### src/sv/dfs_pkg.sv
// Package for the depth-first topological sorter.
// Holds sizes, the node type, and the mark and controller state types.
package dfs_pkg;
  localparam int MaxNodes = 64;
  localparam int MaxEdges = 256;
  localparam int NodeW = 6;
  localparam int EdgeAw = 8;
  localparam int EdgeCntW = 9;
  localparam int CountW = 7;
  localparam int StackAw = 6;

  typedef logic [NodeW-1:0] node_t;

  typedef enum logic [1:0] {
    MARK_WHITE = 2'd0,
    MARK_GRAY  = 2'd1,
    MARK_BLACK = 2'd2
  } mark_t;

  typedef enum logic [3:0] {
    ST_IDLE,
    ST_ROOT_RD,
    ST_ROOT_CHK,
    ST_SCAN,
    ST_EDGE,
    ST_MARK,
    ST_POP,
    ST_EMIT,
    ST_CYCLE
  } state_t;
endpackage

### src/sv/dfs_if.sv
// Valid/ready channel interfaces for requests and results.
// Depends on dfs_pkg for the field widths.
interface dfs_in_if;
  logic valid;
  logic ready;
  logic action;
  dfs_pkg::node_t dependent_node;
  dfs_pkg::node_t prerequisite_node;
  modport source (output valid, action, dependent_node, prerequisite_node, input ready);
  modport sink (input valid, action, dependent_node, prerequisite_node, output ready);
endinterface

interface dfs_out_if;
  logic valid;
  logic ready;
  dfs_pkg::node_t order_node;
  logic cycle_found;
  logic edge_dropped;
  logic last_result;
  modport source (output valid, order_node, cycle_found, edge_dropped, last_result,
                  input ready);
  modport sink (input valid, order_node, cycle_found, edge_dropped, last_result,
                output ready);
endinterface

### src/sv/dfs_topological_order_top.sv
// Depth-first topological sorter over edge, walk stack, mark and order memories.
// Depends on dfs_pkg and the channel interfaces in dfs_if.sv.
// Throughput: one edge request per cycle while idle. A solve request holds off input while
// it runs: it reads and checks the mark of each root in turn, scans every stored edge from
// each walked node, marks and pushes along each edge leaving it, finishes the node, then
// emits the results in order while the output is ready. Reset: synchronous; clears counters, mark valid bits.
module dfs_topological_order_top (
  input  logic clk,
  input  logic rst,
  input  logic cfg_we,
  input  logic [dfs_pkg::CountW-1:0] cfg_wdata,
  dfs_in_if.sink  in_ch,
  dfs_out_if.source out_ch
);
  import dfs_pkg::*;

  logic [CountW-1:0] node_count;
  logic [EdgeCntW-1:0] edge_total;
  logic dropped_flag;
  state_t state, state_next;

  logic [NodeW*2-1:0] edge_mem [MaxEdges];
  logic [NodeW*2-1:0] edge_rd;
  logic [NodeW+EdgeCntW-1:0] stack_mem [MaxNodes];
  logic [NodeW+EdgeCntW-1:0] stack_rd;
  node_t order_mem [MaxNodes];
  node_t order_rd;
  mark_t mark_mem [MaxNodes];
  mark_t mark_rd;
  logic mark_rd_vld;
  logic [MaxNodes-1:0] mark_vld;

  logic [CountW-1:0] stack_height, order_length, emit_idx;
  logic [CountW-1:0] root;
  node_t cur_u;
  logic [EdgeCntW-1:0] cur_pos;

  // Effective node count, saturated to 1 .. MaxNodes.
  logic [CountW-1:0] n_eff;
  always_comb begin
    n_eff = node_count;
    if (node_count == '0) n_eff = CountW'(1);
    if (node_count > CountW'(MaxNodes)) n_eff = CountW'(MaxNodes);
  end

  assign in_ch.ready = (state == ST_IDLE);
  wire in_acc = in_ch.valid && in_ch.ready;
  wire load_ok = !in_ch.action && ({1'b0, in_ch.dependent_node} < n_eff)
                 && ({1'b0, in_ch.prerequisite_node} < n_eff)
                 && (edge_total < EdgeCntW'(MaxEdges));

  node_t ed, ev;
  assign ed = edge_rd[NodeW*2-1:NodeW];
  assign ev = edge_rd[NodeW-1:0];
  wire scan_more = cur_pos < edge_total;
  wire hit = (ed == cur_u) && ({1'b0, ev} < n_eff);
  wire out_take = out_ch.valid && out_ch.ready;
  wire root_ok = root < n_eff;
  wire last_node = (stack_height == CountW'(1));
  wire is_last = (emit_idx + CountW'(1) == order_length);

  // A mark never written in this solve reads as unvisited.
  mark_t mark_cur;
  assign mark_cur = mark_rd_vld ? mark_rd : MARK_WHITE;
  wire push_ok = (mark_cur == MARK_WHITE) && (stack_height < CountW'(MaxNodes));

  // Next state.
  always_comb begin
    state_next = state;
    case (state)
      ST_IDLE:     if (in_acc && in_ch.action) state_next = ST_ROOT_RD;
      ST_ROOT_RD:  state_next = root_ok ? ST_ROOT_CHK : ST_EMIT;
      ST_ROOT_CHK: state_next = (mark_cur == MARK_WHITE) ? ST_SCAN : ST_ROOT_RD;
      ST_SCAN: begin
        if (scan_more) state_next = ST_EDGE;
        else state_next = last_node ? ST_ROOT_RD : ST_POP;
      end
      ST_EDGE:     state_next = hit ? ST_MARK : ST_SCAN;
      ST_MARK: begin
        if (mark_cur == MARK_GRAY) state_next = ST_CYCLE;
        else if (mark_cur == MARK_WHITE && !push_ok) state_next = ST_CYCLE;
        else state_next = ST_SCAN;
      end
      ST_POP:      state_next = ST_SCAN;
      ST_EMIT:     if (out_take && is_last) state_next = ST_IDLE;
      ST_CYCLE:    if (out_take) state_next = ST_IDLE;
      default:     state_next = ST_IDLE;
    endcase
  end

  // Output channel drive.
  always_comb begin
    out_ch.valid = 1'b0;
    out_ch.order_node = order_rd;
    out_ch.cycle_found = 1'b0;
    out_ch.edge_dropped = dropped_flag;
    out_ch.last_result = is_last;
    case (state)
      ST_EMIT: out_ch.valid = 1'b1;
      ST_CYCLE: begin
        out_ch.valid = 1'b1;
        out_ch.order_node = '0;
        out_ch.cycle_found = 1'b1;
        out_ch.last_result = 1'b1;
      end
      default: ;
    endcase
  end

  // Mark memory port select: at most one write per cycle.
  logic mark_we;
  node_t mark_waddr;
  mark_t mark_wdata;
  node_t mark_raddr;
  assign mark_raddr = (state == ST_EDGE) ? ev : root[NodeW-1:0];
  always_comb begin
    mark_we = 1'b0;
    mark_waddr = cur_u;
    mark_wdata = MARK_BLACK;
    case (state)
      ST_ROOT_CHK: begin
        if (mark_cur == MARK_WHITE) begin
          mark_we = 1'b1;
          mark_waddr = root[NodeW-1:0];
          mark_wdata = MARK_GRAY;
        end
      end
      ST_SCAN: if (!scan_more) mark_we = 1'b1;
      ST_MARK: begin
        if (push_ok) begin
          mark_we = 1'b1;
          mark_waddr = ev;
          mark_wdata = MARK_GRAY;
        end
      end
      default: ;
    endcase
  end

  // Mark memory: one write and one registered read per cycle.
  always_ff @(posedge clk) begin
    if (mark_we) mark_mem[mark_waddr] <= mark_wdata;
    mark_rd <= mark_mem[mark_raddr];
  end

  // Edge memory: write on load, read at scan position.
  always_ff @(posedge clk) begin
    if (in_acc && load_ok)
      edge_mem[edge_total[EdgeAw-1:0]] <= {in_ch.dependent_node, in_ch.prerequisite_node};
    edge_rd <= edge_mem[cur_pos[EdgeAw-1:0]];
  end

  // The top of the stack lives in cur_u and cur_pos; the memory holds the nodes below it.
  logic [StackAw-1:0] top_idx, below_idx;
  assign top_idx = StackAw'(stack_height - CountW'(1));
  assign below_idx = StackAw'(stack_height - CountW'(2));

  // Stack memory: the parent is saved on a push, and the next entry down is read every
  // cycle so that it is ready in ST_POP after a node finishes.
  always_ff @(posedge clk) begin
    if (state == ST_MARK && push_ok) stack_mem[top_idx] <= {cur_u, cur_pos + EdgeCntW'(1)};
    stack_rd <= stack_mem[below_idx];
  end

  // Order memory: appended on finish, read by the emit index.
  always_ff @(posedge clk) begin
    if (state == ST_SCAN && !scan_more) order_mem[order_length[StackAw-1:0]] <= cur_u;
    order_rd <= order_mem[(state == ST_EMIT && out_take) ?
                          StackAw'(emit_idx + CountW'(1)) : emit_idx[StackAw-1:0]];
  end

  // Control registers and the walk.
  always_ff @(posedge clk) begin
    if (rst) begin
      state <= ST_IDLE;
      node_count <= CountW'(MaxNodes);
      edge_total <= '0;
      dropped_flag <= 1'b0;
      stack_height <= '0;
      order_length <= '0;
      emit_idx <= '0;
      root <= '0;
      cur_pos <= '0;
      cur_u <= '0;
      mark_vld <= '0;
      mark_rd_vld <= 1'b0;
    end else begin
      state <= state_next;
      if (cfg_we) node_count <= cfg_wdata;
      mark_rd_vld <= mark_vld[mark_raddr];
      if (mark_we) mark_vld[mark_waddr] <= 1'b1;
      case (state)
        ST_IDLE: begin
          if (in_acc) begin
            if (in_ch.action) begin
              root <= '0;
              order_length <= '0;
              emit_idx <= '0;
              stack_height <= '0;
              mark_vld <= '0;
            end else if (load_ok) begin
              edge_total <= edge_total + EdgeCntW'(1);
            end else begin
              dropped_flag <= 1'b1;
            end
          end
        end
        ST_ROOT_CHK: begin
          if (mark_cur == MARK_WHITE) begin
            stack_height <= CountW'(1);
            cur_u <= root[NodeW-1:0];
            cur_pos <= '0;
          end
          root <= root + CountW'(1);
        end
        ST_SCAN: begin
          if (!scan_more) begin
            stack_height <= stack_height - CountW'(1);
            order_length <= order_length + CountW'(1);
          end
        end
        ST_EDGE: if (!hit) cur_pos <= cur_pos + EdgeCntW'(1);
        ST_MARK: begin
          if (push_ok) begin
            stack_height <= stack_height + CountW'(1);
            cur_u <= ev;
            cur_pos <= '0;
          end else begin
            cur_pos <= cur_pos + EdgeCntW'(1);
          end
        end
        ST_POP: begin
          cur_u <= stack_rd[NodeW+EdgeCntW-1:EdgeCntW];
          cur_pos <= stack_rd[EdgeCntW-1:0];
        end
        ST_EMIT: begin
          if (out_take) begin
            emit_idx <= emit_idx + CountW'(1);
            if (is_last) begin
              edge_total <= '0;
              dropped_flag <= 1'b0;
            end
          end
        end
        ST_CYCLE: begin
          if (out_take) begin
            edge_total <= '0;
            dropped_flag <= 1'b0;
          end
        end
        default: ;
      endcase
    end
  end

  // Stack never exceeds its depth.
  assert property (@(posedge clk) disable iff (rst) stack_height <= CountW'(MaxNodes))
    else $error("stack overflow");
  // Input is held off while a solve is in progress.
  assert property (@(posedge clk) disable iff (rst)
    (state != ST_IDLE) |-> !in_ch.ready) else $error("ready during solve");
  // A cycle result always carries the last flag.
  assert property (@(posedge clk) disable iff (rst)
    (out_ch.valid && out_ch.cycle_found) |-> out_ch.last_result)
    else $error("cycle result not last");
endmodule
### src/flat_wrapper.sv
// flat-port wrapper written by rule: the top's interface ports become plain ports
module dfs_topological_order_top_flat import dfs_pkg::*;
  (clk, rst, cfg_we, cfg_wdata, in_ch_valid, in_ch_action, in_ch_dependent_node, in_ch_prerequisite_node, in_ch_ready, out_ch_valid, out_ch_order_node, out_ch_cycle_found, out_ch_edge_dropped, out_ch_last_result, out_ch_ready);
  dfs_in_if in_ch_i ();
  dfs_out_if out_ch_i ();
  input  logic clk;
  input  logic rst;
  input  logic cfg_we;
  input  logic [dfs_pkg::CountW-1:0] cfg_wdata;
  input wire logic [$bits(in_ch_i.valid)-1:0] in_ch_valid;
  input wire logic [$bits(in_ch_i.action)-1:0] in_ch_action;
  input wire logic [$bits(in_ch_i.dependent_node)-1:0] in_ch_dependent_node;
  input wire logic [$bits(in_ch_i.prerequisite_node)-1:0] in_ch_prerequisite_node;
  output wire logic [$bits(in_ch_i.ready)-1:0] in_ch_ready;
  output wire logic [$bits(out_ch_i.valid)-1:0] out_ch_valid;
  output wire logic [$bits(out_ch_i.order_node)-1:0] out_ch_order_node;
  output wire logic [$bits(out_ch_i.cycle_found)-1:0] out_ch_cycle_found;
  output wire logic [$bits(out_ch_i.edge_dropped)-1:0] out_ch_edge_dropped;
  output wire logic [$bits(out_ch_i.last_result)-1:0] out_ch_last_result;
  input wire logic [$bits(out_ch_i.ready)-1:0] out_ch_ready;
  assign in_ch_i.valid = in_ch_valid;
  assign in_ch_i.action = in_ch_action;
  assign in_ch_i.dependent_node = in_ch_dependent_node;
  assign in_ch_i.prerequisite_node = in_ch_prerequisite_node;
  assign in_ch_ready = in_ch_i.ready;
  assign out_ch_valid = out_ch_i.valid;
  assign out_ch_order_node = out_ch_i.order_node;
  assign out_ch_cycle_found = out_ch_i.cycle_found;
  assign out_ch_edge_dropped = out_ch_i.edge_dropped;
  assign out_ch_last_result = out_ch_i.last_result;
  assign out_ch_i.ready = out_ch_ready;
  dfs_topological_order_top u_core (.clk(clk), .rst(rst), .cfg_we(cfg_we), .cfg_wdata(cfg_wdata), .in_ch(in_ch_i), .out_ch(out_ch_i));
endmodule
### config.mk
export PLATFORM = sky130hd
export DESIGN_NAME = dfs_topological_order_top_flat
export DESIGN_NICKNAME = d
export VERILOG_FILES = /design/src/sv/dfs_pkg.sv /design/src/sv/dfs_if.sv /design/src/sv/dfs_topological_order_top.sv /design/src/flat_wrapper.sv
export SDC_FILE = /design/constraint.sdc
export NUM_CORES = 2
export LEC_CHECK = 0
export BUFFER_PORTS_ARGS = -buffer_cell sky130_fd_sc_hd__buf_2
export CAP_MARGIN = 0
export CORE_AREA = 5 5 583 643
export CTS_CLUSTER_SIZE = 20
export DETAILED_ROUTE_END_ITERATION = 8
export DIE_AREA = 0 0 588 648
export PLACE_DENSITY = 0.69
export SYNTH_ARGS = -nofsm -noshare
export SYNTH_HDL_FRONTEND = slang
export SYNTH_MEMORY_MAX_BITS = 65536
export SYNTH_SLANG_ARGS = --single-unit
export TNS_END_PERCENT = 10
### constraint.sdc
create_clock -name clk -period 6.2 [get_ports clk]
set_clock_uncertainty 0.2 [all_clocks]
set_input_delay 0.62 -clock clk [delete_from_list [all_inputs] [get_ports clk]]
set_output_delay 0.62 -clock clk [all_outputs]
set_load 0.005 [all_outputs]
==> summary.md <==
| Metric | Value |
|---|---|
| Run status | `finished, final reports clean` |
| Synthesized instance count | `8334` |
| VDD IR max | `422 uV` |
| Reg2Reg Capture Point | `u_core.edge_mem[64][4]$_DFFE_PP_` |
| Yosys top cell by area | `edfxtp_1` |
| Post-detailed-route count of antenna-violating nets | `0` |
| Period utilization | `0.959` |
| CP peak stage delay | `1.13 ns` |
| Worst EP arrival | `between 6 and 7 ns` |
| Worst-path cell chain | `clkinv_1, nand2_1, ha_1, a21oi_1, nor2b_1, a2111oi_0, o221ai_1, nor3_1, buf_4, and3_1, nand2_1, nor2_1` |
| Die footprint | `0.381 sq mm` |
| Largest net degree at the start of global routing | `149` |
| GR Overflow Total | `0` |
| Antenna violations before repair | `22` |
| First-pass GRT wire length | `645000 um` |
| Hold WC Path Type | `in2reg` |
| Post-route DRC violation count | `0` |
| Crit path max-delay family | `simple AND/OR/NAND/NOR gates` |
| CP Capture Type | `register` |
| Nets@finish | `8698` |
| Post-Layout Cell Count | `13900` |
| Top cell type's share of synthesized area | `0.747` |
| Hold EP | `u_core.edge_mem[30][4]$_DFFE_PP_` |
| Synthesized area | `0.183 sq mm` |
| DP Worst Slack | `0.357 ns` |
| Async SR Flop Fraction | `0` |
| Layout area overhead | `12.1%` |
| Wire per inst | `32.2 um` |
| Post-DR vias/cell | `6.39` |
| Die Ht | `648 um` |
| Root buf cell | `clkbuf_16` |
| Iteration-0 DRC count of the detailed router | `11500` |
| RSZ-0062 raised after global routing | `false` |
| Starting Density | `0.497` |
| Max Root-Sink Buffers | `4` |
| CP max FO | `16` |
| Share of cells above drive strength 1 | `0.270` |
| Fmax | `168 MHz` |
| Ports | `36` |
| Synth warn | `0` |
| Count leader, synth | `edfxtp_1` |
| Final Max Slew Viols | `0` |
| Slew @ Worst Pin | `1.30 ns` |
| Setup TNS | `0 ns` |
| Final WS setup | `about 0.25 ns` |
| Max-Cap Viols | `0` |
| DP HPWL | `265000 um` |
| Core ar. | `0.368 sq mm` |
| Synthesis-stage register bit count | `4708` |
| Crit path time final | `5.95 ns` |
| Sequential area share after synthesis | `0.765` |
| Htree depth | `5` |
| Most area-consuming cells after synthesis | `edfxtp_1 75%, mux4_2 17%, dfxtp_1 1.8%` |
| Hold violation total from the final report | `0` |
| Setup-failing EPs final | `0` |
| Rel. slew slack | `0.129` |
| Critical path data required time | `6.57 ns` |
| DIE WIDTH | `588 um` |
| Clock latency on the worst-skew pair | `0.97 ns` |
| Number of synthesized flops with an enable pin | `4544` |
| Reg2reg path depth | `12` |
| Ys flop type | `edfxtp_1` |
| Total CTS buffers | `between 400 and 500` |
| GRT Total Usage | `0.232` |
| GPL Wtd Cong | `0.887` |
| Hold Crit Start | `in_ch_prerequisite_node[4]` |
| Worst Setup Path Type | `reg2reg` |
| Mapped Nets | `about 8400` |
| Cell area power density | `393 mW/mm^2` |
| Worst hold path cell count | `2` |
| Most frequent cells after synthesis | `4544 x edfxtp_1, 1358 x mux4_2, 547 x nor2_1` |
| Critical Path Start Type | `register` |
| Clk slew on worst S/H paths | `0.06 ns` |
| Highest-delay cell along the critical path | `nor2_1` |
| Vias in the first global route | `approximately 90000` |
| Avg Inst Size Synth | `21.9 sq um` |
| First-pass DRT Iterations | `6` |
| Pleak | `62.1 nW` |
| Flop-to-flop setup slack | `0.25 ns` |
| Detailed Route WL | `446000 um` |
| CTS tree | `built` |
| Final Power | `slightly above 80 mW` |
| Crit path buf inv count | `2` |
| Port Buffers | `35` |
| Reg2reg start | `u_core.node_count[6]$_SDFFE_PP1P_` |
| Count of cell types in the netlist | `75` |
| Row Count | `234` |
| TritonCTS Sinks | `4708` |
| Placed Cells | `approximately 13000` |
| Via count | `88500` |
| Crit-path most repeated cell | `nand2_1` |
worst max path at each step:
stage	start	end	slack [ns]	cells after the start
2_1_floorplan	u_core.state[3]$_SDFFE_PP0P_	u_core.mark_mem[24][0]$_DFFE_PP_	0.90	8
3_3_place_gp	u_core.node_count[6]$_SDFFE_PP1P_	u_core.edge_mem[128][4]$_DFFE_PP_	0.26	12
3_5_place_dp	u_core.node_count[6]$_SDFFE_PP1P_	u_core.edge_mem[138][3]$_DFFE_PP_	0.36	12
4_1_cts	u_core.node_count[6]$_SDFFE_PP1P_	u_core.edge_mem[138][6]$_DFFE_PP_	0.35	12
5_1_grt	u_core.node_count[6]$_SDFFE_PP1P_	u_core.edge_mem[152][4]$_DFFE_PP_	0.008	12
6_report	u_core.node_count[6]$_SDFFE_PP1P_	u_core.edge_mem[64][4]$_DFFE_PP_	0.25	12
where the power goes:
| part | internal [mW] | switching, mW | total, mW |
|---|---|---|---|
| sequential | 35.7 | 0.594 | 36.3 |
| clock | 15.5 | 11.9 | 27.4 |
| combinational | 7.31 | 9.43 | 16.7 |
metal layers:
metal	vias up	global-route usage	routed length, um
met5	-	0	51
met4	6	0.0781	16700
met3	745	0.0440	43800
met2	5196	0.364	212000
met1	46900	0.332	174000
li1	35700	-	-
state kept, by name, summed over array words and instances (netlist names), 7 cells and up:
signal and flops:
u_core.stack_mem 960, u_core.stack_height 7, u_core.mark_vld 64, u_core.order_length 7
u_core.edge_total 9, u_core.edge_rd 12, u_core.root 7, u_core.node_count 7
u_core.cur_pos 9, u_core.mark_mem 128, u_core.stack_rd 15, u_core.order_mem 384
u_core.emit_idx 7, u_core.edge_mem 3072
logic make-up after synthesis:
kind of cell             count (synthesis)  synth area share
XOR/XNOR                                45           0.00226
AND/OR/NAND/NOR                       1099            0.0264
AO/OA/AOI/OAI                          456            0.0178
adder cells (fa/ha/maj)                 43           0.00294
buffers and inverters                  505            0.0116
flip-flops                            4708             0.765
multiplexers                          1478             0.174
placed cells by master (no fill, tap or decap), drive strengths merged, types with 11 or more instances in the layout:
master	synthesis	layout
a311oi	17	17
nor2b	22	22
o21ai	57	57
xnor2	23	23
clkinvlp	0	35
nor2	547	547
and2	15	15
bufinv	0	55
o221ai	18	18
mux2	29	29
clkinv	1	195
and3	31	31
a221oi	16	16
inv	30	58
a311o	11	11
nor3	19	19
o22ai	19	19
diode	0	11
mux4	1359	1359
o21a	60	60
ha	43	43
a22oi	78	78
nand4	24	24
a211oi	48	48
buf	207	298
edfxtp	4544	4544
dlygate4sd3	0	31
dfxtp	164	164
mux2i	90	90
xor2	22	22
nor4	15	15
a21oi	70	70
clkbuf	267	505
nand3b	20	20
nand2	277	277
nand3	79	79
nand2b	12	12
stage by stage:
stage	utilization	area (sq um)	hold WS, ns
after CTS	0.557	205000	0.110
after floorplan	-	183000	0.232
final	0.557	205000	0.158
after global placement	0.516	190000	0.241
after detailed placement	0.516	190000	0.253
after global routing	0.557	205000	0.144
cell type report:
class                      count  area (sq um)
antenna                       11          27.5
clock buffer                 505         11300
clock inverter               312          3420
fill                       26500        163000
inverter                      31           116
multi-input combinational   3121         41200
sequential                  4708        140000
tap                         4838          6050
timing repair buffer         329          2970
what timing repair did:
item	4_1_cts	5_1_grt
buffers inserted	0	0
hold endpoints to repair	309	0
hold buffers	31	0
endpoints found under the setup margin	0	12
resized for setup	0	1
Note: power is estimated with default switching activity, not from simulation.
